$ cat src/rtl/v3au_pkg.sv
// Shared types, constants and helper functions for the vector arithmetic unit.
// Used by every module in the rtl folder but the checker; depends on nothing else.
package v3au_pkg;

   // Fixed-point format and datapath widths.
   localparam int FRAC_BITS = 16;
   localparam int DATA_W    = 32;
   localparam int PROD_W    = 2 * DATA_W;
   localparam int SUM_W     = PROD_W + 2;
   localparam int LANES     = 3;
   localparam int FUNC_W    = 4;

   // One square-root stage per result bit, one divide stage per quotient bit.
   localparam int SQ_STEPS  = DATA_W;
   localparam int QB        = FRAC_BITS + 1;

   // Stage counts along the pipeline.
   localparam int LANE_STAGES  = 2;
   localparam int MERGE_STAGES = 1;
   localparam int LATENCY      = LANE_STAGES + MERGE_STAGES + SQ_STEPS + QB;

   // Operation codes.
   typedef enum logic [FUNC_W-1:0] {
      FN_ADD   = 4'd0,
      FN_SUB   = 4'd1,
      FN_NEG   = 4'd2,
      FN_MUL   = 4'd3,
      FN_SCALE = 4'd4,
      FN_DOT   = 4'd5,
      FN_LEN   = 4'd6,
      FN_NORM  = 4'd7,
      FN_DIST  = 4'd8
   } func_type;

   // A clamped word and the flag that tells whether it was clamped.
   typedef struct packed {
      logic              flag;
      logic [DATA_W-1:0] val;
   } sat_type;

   // What one lane hands to the merging stage.
   typedef struct packed {
      func_type          func;
      logic [DATA_W-1:0] elem;
      logic              eflag;
      logic [PROD_W-1:0] prod;
      logic [PROD_W-1:0] sq;
      logic [DATA_W-1:0] vec;
   } lane_out_type;

   // Sideband carried alongside the square-root pipeline.
   typedef struct packed {
      func_type                     func;
      logic [LANES-1:0][DATA_W-1:0] r;
      logic                         vflag;
      logic [DATA_W-1:0]            dot;
      logic                         dflag;
      logic [LANES-1:0][DATA_W-1:0] vec;
   } side_a_type;

   // Sideband carried alongside the divider pipeline.
   typedef struct packed {
      func_type                     func;
      logic [LANES-1:0][DATA_W-1:0] r;
      logic                         vflag;
      logic [DATA_W-1:0]            dot;
      logic                         dflag;
      logic [LANES-1:0]             neg;
      logic [DATA_W-1:0]            n;
   } side_b_type;

   // Clamp a wide signed value to the 32-bit range.
   function automatic sat_type sat32(input logic signed [SUM_W-1:0] v);
      sat_type s;
      logic    hi_ones;
      logic    hi_zeros;
      hi_ones  = &v[SUM_W-1:DATA_W-1];
      hi_zeros = ~|v[SUM_W-1:DATA_W-1];
      if (hi_ones || hi_zeros) begin
         s.flag = 1'b0;
         s.val  = v[DATA_W-1:0];
      end else begin
         s.flag = 1'b1;
         s.val  = v[SUM_W-1] ? {1'b1, {(DATA_W-1){1'b0}}} : {1'b0, {(DATA_W-1){1'b1}}};
      end
      return s;
   endfunction

endpackage

$ cat src/rtl/v3au_merge.sv
// Merging stage: combines the three lanes into the dot product, the sum of
// squares and the vector result. Depends on v3au_pkg.
module v3au_merge (
   input  logic                        clock,
   input  logic                        enable,
   input  v3au_pkg::lane_out_type      lanes [v3au_pkg::LANES],
   output v3au_pkg::side_a_type        side_out,
   output logic [v3au_pkg::PROD_W-1:0] sumsq
);
   import v3au_pkg::*;

   logic signed [SUM_W-1:0] dsum;
   logic signed [SUM_W-1:0] dsh;
   sat_type                 dsat;
   logic [PROD_W-1:0]       sq_in;
   side_a_type              side_in;
   side_a_type              side_ff;
   logic [PROD_W-1:0]       sumsq_ff;

   // Exact sum of the three products, then one floor shift and clamp.
   always_comb begin
      dsum = '0;
      sq_in = '0;
      side_in.vflag = 1'b0;
      for (int i = 0; i < LANES; i++) begin
         dsum  = dsum + SUM_W'($signed(lanes[i].prod));
         sq_in = sq_in + lanes[i].sq;
         side_in.r[i]   = lanes[i].elem;
         side_in.vec[i] = lanes[i].vec;
         side_in.vflag  = side_in.vflag | lanes[i].eflag;
      end
      dsh          = dsum >>> FRAC_BITS;
      dsat         = sat32(dsh);
      side_in.func = lanes[0].func;
      side_in.dot  = dsat.val;
      side_in.dflag = dsat.flag;
   end

   always_ff @(posedge clock) begin
      if (enable) begin
         side_ff  <= side_in;
         sumsq_ff <= sq_in;
      end
   end

   assign side_out = side_ff;
   assign sumsq    = sumsq_ff;

endmodule

$ cat config.mk
export PLATFORM = sky130hd
export DESIGN_NAME = v3au_merge
export DESIGN_NICKNAME = d
export VERILOG_FILES = /design/src/rtl/v3au_pkg.sv /design/src/rtl/v3au_merge.sv
export SDC_FILE = /design/constraint.sdc
export NUM_CORES = 1
export LEC_CHECK = 0
export BUFFER_PORTS_ARGS = -buffer_cell sky130_fd_sc_hd__buf_2
export CORE_AREA = 2 2 344 346
export DETAILED_ROUTE_END_ITERATION = 10
export DIE_AREA = 0 0 346 348
export SYNTH_ARGS = -nofsm -noshare
export SYNTH_HDL_FRONTEND = slang
export SYNTH_SLANG_ARGS = --single-unit
$ cat constraint.sdc
create_clock -name clock -period 13.94 [get_ports clock]
set_input_delay 2.788 -clock clock [delete_from_list [all_inputs] [get_ports clock]]
set_output_delay 2.788 -clock clock [all_outputs]
set_load 0.1 [all_outputs]
==> impl_metrics.py <==
metrics = {
    "hold_path": {
        "whs_endpoint": "side_out[137]$_DFFE_PP_",
        "hold_class": "input port to flip-flop",
        "hp-start": "lanes[562]",
        "holdPathStages": 1,
    },
    "power": {
        "power.share.clock_pct": 22.9,
        "p_total_mw": 4.540,
        "ir_drop_mv": 0.07023,
        "p_int_mw": 2.276,
        "p_sw_mw": 2.264,
        "p_per_area_nw_per_um2": 170.1,
        "p_leak_nw": 11.50,
        "sw_frac_of_total_pct": 49.88,
        "power_frac_comb_pct": 51.0,
        "seq_power_share_pct": 26.1,
    },
    "sta": {
        "period_needed_ns": 7.807,
        "tns_ns": 0,
        "rsz0062_at_grt": "no",
        "worst_slack_ns": 6.133,
        "setup_viol": 0,
        "slew_headroom_pct": 33.99,
        "tightestPinTransition_ns": 0.9798,
        "layout_worst_path_cycle_share_pct": 56.01,
        "drv_slew": 0,
        "max_freq_ghz": 0.1281,
        "hold_viol": 0,
    },
    "critical_path": {
        "crit_slowest_cell": "fa_1",
        "arrival_ns": 8.10,
        "cpPeakStageDelay_ns": 0.68,
        "worst-path-buf-inv": 2,
        "cpMostUsedCell": "a21o_1",
        "crit_family": "simple AND/OR/NAND/NOR gates",
        "path_cells": "buf_2 -> fa_1 -> ha_1 -> nand4_1 -> nor4_1 -> a22o_1 -> nand2b_1 -> a21o_1 -> o211ai_1 -> a221o_1 -> xnor2_1 -> or4_1 -> nor4b_2 -> a21o_1 -> buf_4 -> o21ai_1",
        "critPathCaptureType": "flip-flop",
        "crit_type": "input port to flip-flop",
        "critPathRequiredTime_ns": 14.23,
        "worstSetupStartpointType": "input port",
        "cp_max_fo": 31,
    },
    "synthesis": {
        "yosys.area_share.simple_pct": 9.275,
        "synth_edf_count": 294,
        "synth_area_leaders": "edfxtp_1, fa_1, ha_1, a21oi_1, xnor2_1",
        "synth_top_family_by_area": "adder cells",
        "synth_most_common_cell": "edfxtp_1",
        "ys_ff_latch": 294,
        "avgSynthCellArea_um2": 11.84,
        "synth_warnings": 0,
        "synth-compound-area-share_pct": 15.08,
        "syn-num-nets": 2472,
        "synthCells": 1626,
        "synthesis.area_um2": 19250,
        "synth_cell_types": 74,
        "synth_common_cells": "edfxtp_1, a21oi_1, fa_1",
        "synthMuxAreaShare_pct": 0.4160,
        "synth.top_cell.area_share_pct": 45.86,
        "synth_xor_xnor_area_share_pct": 4.686,
        "yosysTopAreaCell": "edfxtp_1",
        "async_flop_share_pct": 0,
        "yosysSeqAreaShare_pct": 45.86,
        "synth_fa_ha_area_share_pct": 21.40,
        "synth_flop_cell": "edfxtp_1",
    },
    "detailed_routing": {
        "firstDrtPassIters": 8,
        "via_per_inst": 4.264,
        "finalWirelength_mm": 104.9,
        "routedWlPerCell_um": 25.74,
        "drc": 0,
        "num_vias": 17370,
        "drtIter0Drc": 1457,
        "ant_nets": 0,
    },
    "clock_tree": {
        "post-cts-setup-buffers": 0,
        "cts_buffers": 38,
        "htreeDepth": 2,
        "ctsRootBufferMaster": "clkbuf_16",
        "hold_buffers": 0,
        "clk_path_buf_depth": 3,
        "cts_tree": "built",
        "cts_resized": 0,
        "clk_pin_slew_ns": 0.06,
        "clkSinkCount": 294,
    },
    "cells_and_area": {
        "seqCellArea_um2": 8828,
        "area_growth_pct": 38.67,
        "multi_input_area_um2": 9789,
        "drive_gt1_share_pct": 38.46,
        "instances_no_fill": 4074,
        "n_fill_cell": 12700,
        "final_net_count": 3346,
    },
    "grt": {
        "grt_pass1_wl_mm": 136.0,
        "antenna_found_initial": 55,
        "grt-ovfl-total": 0,
        "grt-busiest-layer": "met2",
        "grt_pass1_vias": 16740,
        "grt_usage_pct": 16.56,
        "use_met2_pct": 25.99,
        "grt_max_degree": 107,
        "globalRouteMet1Util_pct": 20.65,
        "use_met3_pct": 6.646,
    },
    "place": {
        "port_buffers": 878,
        "pre_cts_slack_ns": 5.596,
        "dpl.hpwl_mm": 91.09,
        "dp_cells": 3996,
        "place_congestion": 0.8819,
    },
    "floorplanning": {
        "die_area_um2": 120400,
        "die_width_um": 346,
        "die_y_um": 348,
        "floorplan.initialDensity_pct": 16.46,
        "rows": 126,
        "core_area_um2": 117000,
        "ioPinCount": 887,
    },
    "status": {
        "outcome": "finished, final reports clean",
    },
    "job": {
        "maxCapViolations": 0,
    },
}
worst max path at each step:
stage | start | end | slack (ns) | cells after the start
final | lanes[129] | side_out[108]$_DFFE_PP_ | 6.13 | 16
after global routing | lanes[129] | side_out[97]$_DFFE_PP_ | 5.93 | 16
after CTS | lanes[109] | side_out[97]$_DFFE_PP_ | 6.21 | 18
after detailed placement | lanes[109] | side_out[97]$_DFFE_PP_ | 5.60 | 18
after global placement | lanes[129] | side_out[98]$_DFFE_PP_ | 5.64 | 16
after floorplan | lanes[110] | side_out[118]$_DFFE_PP_ | 6.75 | 17
power by group through the flow:
stage / Combinational, mW / Clock, mW / Sequential [mW]
after floorplan: 0.725 / 0 / 2.09
after global placement: 2.31 / 0 / 1.20
after detailed placement: 2.31 / 0 / 1.20
after CTS: 2.32 / 1.08 / 1.19
after global routing: 2.44 / 1.11 / 1.19
final: 2.32 / 1.04 / 1.18
cells in the final DEF (no fill, tap or decap), types with 35 or more instances in the layout:
cell type  instances
clkbuf_16         38
xnor2_1           63
nand2_1          100
nor2_1            60
buf_2            877
edfxtp_1         294
nand4_1           35
a21o_1            57
inv_1            105
a21oi_1          164
xor2_1            40
ha_1             126
o21ai_0           77
fa_1             127
cell type report:
class	instances	share of cell area, %
diodes	11	0.1031
clock buffers	45	3.660
clock inverters	22	1.097
inverters	105	1.476
multi-input cells	1175	36.67
flip-flops and latches	294	33.07
well taps	1536	7.199
repair buffers	886	16.72
stage by stage:
step	instance area [µm²]	hold WS (ns)	util, %
final	26700	2.379	22.82
after global routing	26680	2.342	22.81
after CTS	26670	2.327	22.80
after detailed placement	25400	2.966	21.71
after global placement	25400	2.965	21.71
after floorplan	19250	2.887	-
routing by layer:
metal	part of all wire, %	vias to the layer above
li1	-	7793
met1	40	8484
met2	45	918
met3	11	162
met4	3.7	16
met5	0.084	-
registers in the layout, summed over array words and instances (netlist names):
signal	count
side_out	230
sumsq	64
cells by family after synthesis:
family	after synthesis
fa+ha+maj	253
mux	8
simple gates	347
flops	294
compound gates	464
buf+inv	157
xor+xnor	103
Power figures use the tool's default switching activity.
