===== src/rtl/v3au_pkg.sv =====
// Shared types, constants and helper functions for the vector arithmetic unit.
// Used by every module in the rtl folder but the checker; depends on nothing else.
package v3au_pkg;

   // Fixed-point format and datapath widths.
   localparam int FRAC_BITS = 16;
   localparam int DATA_W    = 32;
   localparam int PROD_W    = 2 * DATA_W;
   localparam int SUM_W     = PROD_W + 2;
   localparam int LANES     = 3;
   localparam int FUNC_W    = 4;

   // One square-root stage per result bit, one divide stage per quotient bit.
   localparam int SQ_STEPS  = DATA_W;
   localparam int QB        = FRAC_BITS + 1;

   // Stage counts along the pipeline.
   localparam int LANE_STAGES  = 2;
   localparam int MERGE_STAGES = 1;
   localparam int LATENCY      = LANE_STAGES + MERGE_STAGES + SQ_STEPS + QB;

   // Operation codes.
   typedef enum logic [FUNC_W-1:0] {
      FN_ADD   = 4'd0,
      FN_SUB   = 4'd1,
      FN_NEG   = 4'd2,
      FN_MUL   = 4'd3,
      FN_SCALE = 4'd4,
      FN_DOT   = 4'd5,
      FN_LEN   = 4'd6,
      FN_NORM  = 4'd7,
      FN_DIST  = 4'd8
   } func_type;

   // A clamped word and the flag that tells whether it was clamped.
   typedef struct packed {
      logic              flag;
      logic [DATA_W-1:0] val;
   } sat_type;

   // What one lane hands to the merging stage.
   typedef struct packed {
      func_type          func;
      logic [DATA_W-1:0] elem;
      logic              eflag;
      logic [PROD_W-1:0] prod;
      logic [PROD_W-1:0] sq;
      logic [DATA_W-1:0] vec;
   } lane_out_type;

   // Sideband carried alongside the square-root pipeline.
   typedef struct packed {
      func_type                     func;
      logic [LANES-1:0][DATA_W-1:0] r;
      logic                         vflag;
      logic [DATA_W-1:0]            dot;
      logic                         dflag;
      logic [LANES-1:0][DATA_W-1:0] vec;
   } side_a_type;

   // Sideband carried alongside the divider pipeline.
   typedef struct packed {
      func_type                     func;
      logic [LANES-1:0][DATA_W-1:0] r;
      logic                         vflag;
      logic [DATA_W-1:0]            dot;
      logic                         dflag;
      logic [LANES-1:0]             neg;
      logic [DATA_W-1:0]            n;
   } side_b_type;

   // Clamp a wide signed value to the 32-bit range.
   function automatic sat_type sat32(input logic signed [SUM_W-1:0] v);
      sat_type s;
      logic    hi_ones;
      logic    hi_zeros;
      hi_ones  = &v[SUM_W-1:DATA_W-1];
      hi_zeros = ~|v[SUM_W-1:DATA_W-1];
      if (hi_ones || hi_zeros) begin
         s.flag = 1'b0;
         s.val  = v[DATA_W-1:0];
      end else begin
         s.flag = 1'b1;
         s.val  = v[SUM_W-1] ? {1'b1, {(DATA_W-1){1'b0}}} : {1'b0, {(DATA_W-1){1'b1}}};
      end
      return s;
   endfunction

endpackage


===== src/rtl/v3au_div.sv =====
// Pipelined restoring divider for normalize: (mag << FRAC_BITS) / n, one
// quotient bit per stage. Depends on v3au_pkg.
module v3au_div (
   input  logic                        clock,
   input  logic                        enable,
   input  logic [v3au_pkg::DATA_W-1:0] mag,
   input  logic [v3au_pkg::DATA_W-1:0] n,
   output logic [v3au_pkg::QB-1:0]     quot
);
   import v3au_pkg::*;

   logic [DATA_W-1:0] rem_ff [QB];
   logic [QB-1:0]     q_ff   [QB];
   logic [QB-1:0]     lo_ff  [QB];
   logic [DATA_W-1:0] n_ff   [QB];

   for (genvar i = 0; i < QB; i++) begin : g_step
      logic [DATA_W-1:0] rem_p;
      logic [QB-1:0]     q_p;
      logic [QB-1:0]     lo_p;
      logic [DATA_W-1:0] n_p;
      logic [DATA_W:0]   t;
      logic              ge;
      logic [DATA_W:0]   diff;

      // The quotient never exceeds QB bits, so the upper dividend bits
      // start out as the partial remainder.
      always_comb begin
         if (i == 0) begin
            rem_p = {1'b0, mag[DATA_W-1:1]};
            q_p   = '0;
            lo_p  = {mag[0], {FRAC_BITS{1'b0}}};
            n_p   = n;
         end else begin
            rem_p = rem_ff[(i > 0) ? i - 1 : 0];
            q_p   = q_ff[(i > 0) ? i - 1 : 0];
            lo_p  = lo_ff[(i > 0) ? i - 1 : 0];
            n_p   = n_ff[(i > 0) ? i - 1 : 0];
         end
         t    = {rem_p, lo_p[QB-1]};
         ge   = (t >= {1'b0, n_p});
         diff = t - {1'b0, n_p};
      end

      always_ff @(posedge clock) begin
         if (enable) begin
            rem_ff[i] <= ge ? diff[DATA_W-1:0] : t[DATA_W-1:0];
            q_ff[i]   <= {q_p[QB-2:0], ge};
            lo_ff[i]  <= lo_p << 1;
            n_ff[i]   <= n_p;
         end
      end
   end

   assign quot = q_ff[QB-1];

endmodule


===== config.mk =====
export PLATFORM = sky130hd
export DESIGN_NAME = v3au_div
export DESIGN_NICKNAME = d
export VERILOG_FILES = /design/src/rtl/v3au_pkg.sv /design/src/rtl/v3au_div.sv
export SDC_FILE = /design/constraint.sdc
export NUM_CORES = 2
export LEC_CHECK = 0
export BUFFER_PORTS_ARGS = -buffer_cell sky130_fd_sc_hd__buf_2
export CORE_MARGIN = 8
export CORE_UTILIZATION = 30
export DETAILED_ROUTE_END_ITERATION = 16
export PLACE_DENSITY_LB_ADDON = 0.12
export SLEW_MARGIN = 40
export SYNTH_ARGS = -nofsm -noshare
export SYNTH_HDL_FRONTEND = slang
export SYNTH_SLANG_ARGS = --single-unit

===== constraint.sdc =====
create_clock -name clock -period 4.8 [get_ports clock]
set_clock_uncertainty 0.05 [all_clocks]
set_input_delay 1.44 -clock clock [delete_from_list [all_inputs] [get_ports clock]]
set_output_delay 1.44 -clock clock [all_outputs]
set_load 0.03 [all_outputs]

==> out/metrics.yaml <==
post_cts_buffers: 0
fin_crit_sh: 0.881
synthDistinctLibCells: 84
setup_viol_count_final: 0
drtIter0Drc: 2172
holdPathStages: 0
synthMuxAreaShare: 0.0328
period_needed_ns: 4.23
drv_cap: 0
die_w_um: 498
synthFlopType: "edfxtp_1"
syn2layout_area_growth_pct: 13.8
hold_viol: 0
final_area_um2: 79200
die_y_um: 498
multi_input_area_um2: 31000
coreArea_um2: 230000
antenna_found_initial: 2
synth_xor_xnor_area_share: 0.0533
fmax_mhz: 237
gr-usage-all-layers: 0.134
clock_path_buffers: 3
synth_compound_area_frac: 0.158
cp.required_ns: 5.28
grt_pass1_wl_um: 269000
cts_hold_buf: 0
grt_overflow: 0
drt-total-wl_um: 172000
clkTransAtPathRegs_ns: 0.06
cts_tree: "yes"
cts_root_buf: "clkbuf_16"
slew-limit-headroom: 0.382
gp_congestion: 0.869
slew_viol_final: 0
dp_hpwl_um: 135000
outcome: "complete, no violations"
hp-class: "flop to flop"
p_leak_nw: 32.5
cts-buffers-inserted: 150
tightest_slew_ns: 0.921
synth-seq-cells: 1177
syn_avg_cell_area_um2: 10.9
portBuffers: 82
synthSimpleGateAreaFrac: 0.0979
postPlaceCellArea_um2: 74300
die_area_um2: 248000
rsz0062_at_grt: "no"
cp.arrival_ns: 4.71
dr.pass1.iters: 7
finalNonFillerCells: 9710
syn_inst: 6368
fill_cells: 22800
synth_top_family_by_area: "compound AO/OA/AOI/OAI gates"
start_kind: "flop"
place_inst: 9436
nets: 7187
syn_nets: 6993
synth_area_leaders: "edfxtp_1, ha_1, a21oi_1"
wl_per_cell_um: 17.7
ioPinCount: 83
ys.warnings.count: 0
post_cts_resized: 0
whs_ns: 0.363
viasPerCell: 4.89
critPathKind: "flop to flop"
dr_total_vias: 47500
finalPower_mw: 52.6
clkLatencyLatePin_ns: 0.79
reg2regPathDepth: 11
cp-end-kind: "flop"
drc_errors: 0
cts_sinks: 1177
critPathMaxFanout: 5
grt_pass1_vias: 50300
synth_fa_ha_area_frac: 0.102
cts.htree.levels: 4
seq_area_frac_synth: 0.508
finalCoreUtilization: 0.344
drive_gt1_frac: 0.0952
start_util: 0.302
synth-edff-count: 1177
yosysTopAreaCell: "edfxtp_1"
synth.top_cell.area_share: 0.508
regArea_um2: 35300
async_flop_share: 0
rows: 176
grt_max_degree: 135
ant_nets: 0
syn_area_um2: 69600
power_density_nw_per_um2: 665
ir_drop_v: 0.000276
[through the flow]
stage	setup WS [ns]	setup TNS (ns)
4_1_cts	0.634	0
3_5_place_dp	-0.136	-1.82
5_1_grt	0.469	0
6_report	0.572	0
3_3_place_gp	-0.140	-1.89
2_1_floorplan	0.314	0
[report_power, final]
group / leakage, nW / switching, mW / total [mW] / internal, mW
combinational: 18.6 / 13.9 / 24.6 / 10.7
sequential: 11.5 / 1.51 / 17.0 / 15.5
clock: 2.36 / 4.44 / 11.1 / 6.65
[area by class of cell]
class / count / share of cell area
Sequential cell: 1177 / 0.446
Antenna cell: 1 / 0.0000316
Multi-Input combinational cell: 4343 / 0.392
Timing Repair Buffer: 195 / 0.0197
Clock buffer: 190 / 0.0498
Inverter: 695 / 0.0329
Clock inverter: 83 / 0.0115
Tap cell: 3026 / 0.0478
[final timing paths]
kind	endpoint	start	slack [ns]
worst max-delay path	rem_ff[0][508]$_DFFE_PP_	rem_ff[0][449]$_DFFE_PP_	0.57
worst min-delay path	q_ff[0][139]$_DFFE_PP_	q_ff[0][121]$_DFFE_PP_	0.36
worst max register to register	rem_ff[0][508]$_DFFE_PP_	rem_ff[0][449]$_DFFE_PP_	0.57
worst min register to register	q_ff[0][139]$_DFFE_PP_	q_ff[0][121]$_DFFE_PP_	0.36
[sequential cells by signal, indices dropped and copies added, names as in the netlist]
name    count
rem_ff    512
q_ff      153
n_ff      512
[cell usage in the layout (no fill, tap or decap), types with 18 or more instances in the layout]
| master | synthesis | layout |
|---|---|---|
| edfxtp_1 | 1177 | 1177 |
| inv_1 | 695 | 695 |
| ha_1 | 543 | 543 |
| a21oi_1 | 539 | 539 |
| nand2_1 | 398 | 398 |
| nor2_1 | 389 | 389 |
| o21ai_0 | 359 | 359 |
| a21o_1 | 284 | 282 |
| xnor2_1 | 259 | 259 |
| mux2_2 | 175 | 175 |
| xor2_1 | 164 | 164 |
| clkbuf_16 | 0 | 152 |
| nand3_1 | 110 | 109 |
| o21a_1 | 107 | 106 |
| nand4_1 | 95 | 95 |
| buf_4 | 6 | 90 |
| nor2b_1 | 86 | 86 |
| nor3_1 | 82 | 82 |
| buf_2 | 31 | 81 |
| nand2b_1 | 78 | 78 |
| o21bai_1 | 68 | 68 |
| a31oi_1 | 59 | 58 |
| and3_1 | 47 | 47 |
| a211oi_1 | 42 | 41 |
| and2_1 | 40 | 38 |
| clkbuf_1 | 100 | 38 |
| clkinv_1 | 0 | 33 |
| or3_1 | 24 | 24 |
| o211ai_1 | 24 | 24 |
| buf_12 | 0 | 24 |
| o31ai_1 | 22 | 22 |
| a2111oi_0 | 19 | 18 |
| clkinv_2 | 0 | 18 |
[routing by layer]
metal  GRT usage  vias up  part of all wire
li1            -    23700                 -
met1       0.121    22500              0.35
met2       0.275      802              0.55
met3      0.0206      494             0.028
met4      0.0854        0             0.072
met5           0        -                 0
[synth_stat cells, types with 31 or more instances]
| master | n |
|---|---|
| o21a_1 | 107 |
| mux2_2 | 175 |
| ha_1 | 543 |
| nor3_1 | 82 |
| a21o_1 | 284 |
| o21bai_1 | 68 |
| a211oi_1 | 42 |
| and3_1 | 47 |
| nand2b_1 | 78 |
| nand3_1 | 110 |
| xnor2_1 | 259 |
| a21oi_1 | 539 |
| xor2_1 | 164 |
| nand4_1 | 95 |
| nor2b_1 | 86 |
| nand2_1 | 398 |
| buf_2 | 31 |
| and2_1 | 40 |
| edfxtp_1 | 1177 |
| nor2_1 | 389 |
| inv_1 | 695 |
| o21ai_0 | 359 |
| clkbuf_1 | 100 |
| a31oi_1 | 59 |
[worst max-delay path, cell delays in order, from the launching register on]
cell and delay [ns]:
edfxtp_1 0.40, ha_1 0.38, nor2b_1 0.17, o31ai_1 0.42
a21oi_1 0.24, o31ai_1 0.59, o21ai_1 0.30, o21a_1 0.30
a221o_1 0.43, a211oi_1 0.34, xnor2_1 0.11, mux2_2 0.27
[logic make-up after synthesis]
logic type	count (synthesis)
compound gates	1731
xor+xnor	423
fa+ha+maj	559
buf+inv	848
flops	1177
mux	202
simple gates	1428
Power figures use the tool's default switching activity.
