===== config.mk =====
export PLATFORM = sky130hd
export DESIGN_NAME = v3au_sqrt
export DESIGN_NICKNAME = d
export VERILOG_FILES = /design/src/rtl/v3au_pkg.sv /design/src/rtl/v3au_sqrt.sv
export SDC_FILE = /design/constraint.sdc
export NUM_CORES = 2
export LEC_CHECK = 0
export ABC_CLOCK_PERIOD_IN_PS = 3600
export BUFFER_PORTS_ARGS = -buffer_cell sky130_fd_sc_hd__clkbuf_2
export CORE_UTILIZATION = 58
export CTS_CLUSTER_SIZE = 25
export DETAILED_ROUTE_END_ITERATION = 8
export GPL_ROUTABILITY_DRIVEN = 1
export MAX_ROUTING_LAYER = met4
export PLACE_DENSITY = 0.77
export SKIP_CTS_REPAIR_TIMING = 1
export SLEW_MARGIN = 40
export SYNTH_ARGS = -nofsm -noshare
export SYNTH_HDL_FRONTEND = slang
export SYNTH_SLANG_ARGS = --single-unit

===== constraint.sdc =====
create_clock -name clock -period 3.6 [get_ports clock]
set_input_delay 0.72 -clock clock [delete_from_list [all_inputs] [get_ports clock]]
set_output_delay 0.72 -clock clock [all_outputs]
set_load 0.005 [all_outputs]

===== src/rtl/v3au_pkg.sv =====
// Shared types, constants and helper functions for the vector arithmetic unit.
// Used by every module in the rtl folder but the checker; depends on nothing else.
package v3au_pkg;

   // Fixed-point format and datapath widths.
   localparam int FRAC_BITS = 16;
   localparam int DATA_W    = 32;
   localparam int PROD_W    = 2 * DATA_W;
   localparam int SUM_W     = PROD_W + 2;
   localparam int LANES     = 3;
   localparam int FUNC_W    = 4;

   // One square-root stage per result bit, one divide stage per quotient bit.
   localparam int SQ_STEPS  = DATA_W;
   localparam int QB        = FRAC_BITS + 1;

   // Stage counts along the pipeline.
   localparam int LANE_STAGES  = 2;
   localparam int MERGE_STAGES = 1;
   localparam int LATENCY      = LANE_STAGES + MERGE_STAGES + SQ_STEPS + QB;

   // Operation codes.
   typedef enum logic [FUNC_W-1:0] {
      FN_ADD   = 4'd0,
      FN_SUB   = 4'd1,
      FN_NEG   = 4'd2,
      FN_MUL   = 4'd3,
      FN_SCALE = 4'd4,
      FN_DOT   = 4'd5,
      FN_LEN   = 4'd6,
      FN_NORM  = 4'd7,
      FN_DIST  = 4'd8
   } func_type;

   // A clamped word and the flag that tells whether it was clamped.
   typedef struct packed {
      logic              flag;
      logic [DATA_W-1:0] val;
   } sat_type;

   // What one lane hands to the merging stage.
   typedef struct packed {
      func_type          func;
      logic [DATA_W-1:0] elem;
      logic              eflag;
      logic [PROD_W-1:0] prod;
      logic [PROD_W-1:0] sq;
      logic [DATA_W-1:0] vec;
   } lane_out_type;

   // Sideband carried alongside the square-root pipeline.
   typedef struct packed {
      func_type                     func;
      logic [LANES-1:0][DATA_W-1:0] r;
      logic                         vflag;
      logic [DATA_W-1:0]            dot;
      logic                         dflag;
      logic [LANES-1:0][DATA_W-1:0] vec;
   } side_a_type;

   // Sideband carried alongside the divider pipeline.
   typedef struct packed {
      func_type                     func;
      logic [LANES-1:0][DATA_W-1:0] r;
      logic                         vflag;
      logic [DATA_W-1:0]            dot;
      logic                         dflag;
      logic [LANES-1:0]             neg;
      logic [DATA_W-1:0]            n;
   } side_b_type;

   // Clamp a wide signed value to the 32-bit range.
   function automatic sat_type sat32(input logic signed [SUM_W-1:0] v);
      sat_type s;
      logic    hi_ones;
      logic    hi_zeros;
      hi_ones  = &v[SUM_W-1:DATA_W-1];
      hi_zeros = ~|v[SUM_W-1:DATA_W-1];
      if (hi_ones || hi_zeros) begin
         s.flag = 1'b0;
         s.val  = v[DATA_W-1:0];
      end else begin
         s.flag = 1'b1;
         s.val  = v[SUM_W-1] ? {1'b1, {(DATA_W-1){1'b0}}} : {1'b0, {(DATA_W-1){1'b1}}};
      end
      return s;
   endfunction

endpackage


===== src/rtl/v3au_sqrt.sv =====
// Pipelined integer square root, one result bit per stage, floor rounding.
// Depends on v3au_pkg.
module v3au_sqrt (
   input  logic                        clock,
   input  logic                        enable,
   input  logic [v3au_pkg::PROD_W-1:0] x,
   output logic [v3au_pkg::DATA_W-1:0] root
);
   import v3au_pkg::*;

   logic [PROD_W-1:0] x_ff [SQ_STEPS];
   logic [PROD_W-1:0] r_ff [SQ_STEPS];

   for (genvar i = 0; i < SQ_STEPS; i++) begin : g_step
      localparam logic [PROD_W-1:0] BIT = PROD_W'(1) << (2 * (SQ_STEPS - 1 - i));
      logic [PROD_W-1:0] x_p;
      logic [PROD_W-1:0] r_p;
      logic [PROD_W-1:0] trial;
      logic [PROD_W-1:0] x_n;
      logic [PROD_W-1:0] r_n;

      // Try the current bit against the remaining radicand.
      always_comb begin
         if (i == 0) begin
            x_p = x;
            r_p = '0;
         end else begin
            x_p = x_ff[(i > 0) ? i - 1 : 0];
            r_p = r_ff[(i > 0) ? i - 1 : 0];
         end
         trial = r_p + BIT;
         if (x_p >= trial) begin
            x_n = x_p - trial;
            r_n = (r_p >> 1) + BIT;
         end else begin
            x_n = x_p;
            r_n = r_p >> 1;
         end
      end

      always_ff @(posedge clock) begin
         if (enable) begin
            x_ff[i] <= x_n;
            r_ff[i] <= r_n;
         end
      end
   end

   assign root = r_ff[SQ_STEPS-1][DATA_W-1:0];

endmodule


==> results.md <==
- Avg WL per Cell: 23.8 um
- Worst setup EP type: flop
- CP required: 4.23 ns
- Post-synth EDFFs: 2512
- Chip width: 459 um
- Worst VDD drop: 0.511 mV
- CTS sink cnt: 2512
- MaxCap Viol Count: 0
- Clock skew: 0.105 ns
- Worst slew margin: 0.471
- Deepest clock path buffer count: 4
- CP top delay family: simple AND/OR/NAND/NOR gates
- Seq/Total Area, Yosys: 0.623
- Power Total: 88.5 mW
- Hold crit path type: in -> reg
- CP max stage delay: 0.56 ns
- Reg2reg start: x_ff[1][836]$_DFFE_PP_
- CP bufs+invs: 2
- Layout cell share with drive strength beyond 1: 0.112
- Final setup fails: 0
- Cell Rows: 167
- Core Area: 0.207 mm2
- Die Y: 459 um
- Syn avg cell area: 12.4 um2
- Gate Count Post-Synth: 9738
- Initial Util: 0.584
- Worst-path clk slew: 0.06 ns
- Critical path peak fanout: 6
- Most common cell on crit path: buf_4
- Post-layout min period: 3.56 ns
- Syn nets: 10.4k
- CTS tree: yes
- Synthesized flop and latch total: 2512
- Static Leak: 52.9 nW
- Worst path cell trace: ha_1 > nor2b_1 > o31ai_2 > a21boi_2 > or4_4 > a21oi_4 > buf_4 > nor2_1 > or4b_4 > buf_4 > nor3_1 > xor2_1
- Startpoint Class: flop
- GRT Total Usage: 0.306
- Pre-CTS WS: -0.267 ns
- GRT overflow: 0
- CTS root buf: clkbuf_16
- Slowest cell on the critical path: or4b_4
- Die area: 0.211 mm2
- Area delta synth->final: 14.4%
- Cell variety after synth: 87
- Outcome: complete, no violations
- CTS Buf Count: 279
- Initial DRC count: 7907
- I/O Buffers: 97
- Hpwl dp: 240000 um
- Worst Setup SP: x_ff[1][836]$_DFFE_PP_
- Worst skew pair latency: 0.95 ns
- # IOs: 98
- Vias in the first global route: 79.0k
- Prevailing post-synth register cell: edfxtp_1
- Antenna viol nets, final: 0
- Pwr per Cell Area: 639 mW/mm2
- Global-route wire length before repair: 474000 um
- Avg Vias per Cell: 6.06
- Via count: 81.6k
- RSZ-0062 raised after global routing: true
- Worst Reg-to-Reg Cells: 12
- PnR worst setup slack: 0.0435 ns
- Maximum clock frequency: 281 MHz
- Worst setup endpoint: x_ff[1][946]$_DFFE_PP_
- Number of cells on the critical path: 12
- Critical Path AT: 4.18 ns
- Initial antenna violation count: 13
- Footprint of the multi-input gates: 0.0427 mm2
- Synth async-reset ratio: 0
- H-tree levels: 5
- Final Slew Violations: 0
- Setup CP Type: reg -> reg
- Reg-to-Reg End: x_ff[1][946]$_DFFE_PP_
- Final wirelength: 320000 um
- Least-Margin Pin Slew: 0.787 ns
- DR pass1 iterations: 6
- Largest net degree at the start of global routing: 120
- Post-Syn Area: 0.121 mm2
- Number of fill cells in the layout: 14.9k
- Synth warn: 0
- Tcrit/Tclk final: 0.988
- R2R Setup Slk: 0.04 ns
- Layout Nets: 11.1k
- Sequential cell area: 0.0754 mm2
- # DRC: 0
- Routability congestion estimate: 0.985
- Final Hold Vio Count: 0
[worst register-to-register path, delay by kind of cell, from the launching register on]
| kind | cells | cell delay [ns] |
|---|---|---|
| buf+inv | 2 | 0.33 |
| xor+xnor | 1 | 0.10 |
| compound gates | 3 | 0.64 |
| simple gates | 5 | 1.44 |
| flops | 1 | 0.40 |
| fa+ha+maj | 1 | 0.32 |
[cell families after synthesis]
family / share of synthesized area
xor+xnor: 0.0646
simple gates: 0.125
buf+inv: 0.0285
compound gates: 0.0948
flops: 0.623
mux: 0.00634
fa+ha+maj: 0.0577
[report_power, final]
group          internal (mW)  leakage, nW  total [mW]  switching, mW
combinational           8.65         24.5        20.2           11.6
sequential              37.2         24.2        40.9           3.64
clock                   16.1         4.21        27.4           11.3
total                   62.0         52.9        88.5           26.5
[layout make-up]
type	instances	share of cell area
antenna	15	0.000271
multi-input combinational	6320	0.309
clock inverter	151	0.0102
inverter	693	0.0188
clock buffer	326	0.0523
tap	2788	0.0252
sequential	2512	0.545
timing repair buffer	663	0.0398
[flip-flops by register name (all words and copies together), names as in the netlist]
| name | count |
|---|---|
| x_ff | 1984 |
| r_ff | 528 |
[placed cells by master (no fill, tap or decap), types with 38 or more instances in the layout]
cell type and count:
buf_12 48, nor4_1 339, or3_1 100, nor4b_1 55
clkbuf_2 96, clkinv_1 52, inv_1 688, xor2_1 443
clkinv_2 43, buf_4 454, nand3_1 163, nor2b_1 84
a21oi_1 655, ha_1 553, o211ai_1 41, nor2_1 728
clkbuf_1 43, a211oi_1 43, o31ai_1 38, o21a_1 110
or4_1 66, o21ai_0 393, o21bai_1 48, dlygate4sd3_1 62
edfxtp_1 2512, a31oi_1 49, clkbuf_16 283, a21o_1 240
and3_1 49, nor3_1 263, nand4_1 172, mux2_2 57
nand2_1 586, nand2b_1 93, xnor2_1 450
[per-layer routing]
layer | vias up | share of wire | GRT usage
li1 | 37968 | - | -
met1 | 39746 | 0.39 | 0.374
met2 | 3143 | 0.50 | 0.514
met3 | 720 | 0.062 | 0.0409
met4 | 0 | 0.047 | 0.125
met5 | - | 0 | -
[Yosys cell counts (all sizes together), types with 12 or more instances]
cell type | instances | area share
edfxtp | 2512 | 0.62
nor2 | 731 | 0.023
inv | 692 | 0.021
a21oi | 663 | 0.027
nand2 | 587 | 0.018
ha | 558 | 0.058
xnor2 | 450 | 0.033
xor2 | 443 | 0.032
o21ai | 407 | 0.017
nor4 | 357 | 0.018
nor3 | 270 | 0.011
a21o | 240 | 0.015
clkbuf | 188 | 0.0058
nand4 | 172 | 0.0089
nand3 | 165 | 0.0068
o21a | 111 | 0.0069
or3 | 102 | 0.0053
nand2b | 94 | 0.0049
nor2b | 84 | 0.0043
or4 | 73 | 0.0046
nor4b | 63 | 0.0046
mux2 | 61 | 0.0057
a31oi | 50 | 0.0026
and3 | 50 | 0.0026
o21bai | 48 | 0.0030
a211oi | 47 | 0.0029
o211ai | 41 | 0.0025
o31ai | 40 | 0.0025
or2 | 39 | 0.0020
and2 | 33 | 0.0017
nor3b | 27 | 0.0017
and4 | 25 | 0.0018
buf | 25 | 0.0011
nand3b | 24 | 0.0015
a21boi | 22 | 0.0014
nand4b | 21 | 0.0015
a211o | 18 | 0.0013
a2111oi | 17 | 0.0014
o2111ai | 15 | 0.0011
o31a | 14 | 0.0010
o41ai | 14 | 0.0010
a311oi | 12 | 0.00087
[worst min-delay path by stage]
stage / slack, ns / startpoint / endpoint / cells after the start
5_1_grt: 0.13 / x[63] / x_ff[0][63]$_DFFE_PP_ / 3
4_1_cts: -0.10 / x[10] / x_ff[0][10]$_DFFE_PP_ / 1
3_3_place_gp: 0.43 / x_ff[1][194]$_DFFE_PP_ / x_ff[1][258]$_DFFE_PP_ / 0
2_1_floorplan: 0.42 / x_ff[0][429]$_DFFE_PP_ / x_ff[0][493]$_DFFE_PP_ / 0
6_report: 0.13 / x[63] / x_ff[0][63]$_DFFE_PP_ / 3
3_5_place_dp: 0.43 / x_ff[0][448]$_DFFE_PP_ / x_ff[0][512]$_DFFE_PP_ / 0
[stage by stage]
stage	util	TNS [ns]	hold WS [ns]	instance area, um2	std cells
floorplan	-	0	0.417	121000	9738
finish	0.668	0	0.129	138000	13468
global route	0.668	-0.311	0.128	138000	13464
CTS	0.662	-5.87	-0.102	137000	13375
global placement	0.620	-4.92	0.428	128000	12898
detailed placement	0.620	-4.20	0.432	128000	12898
No activity file was read; power rests on OpenSTA's default activity.
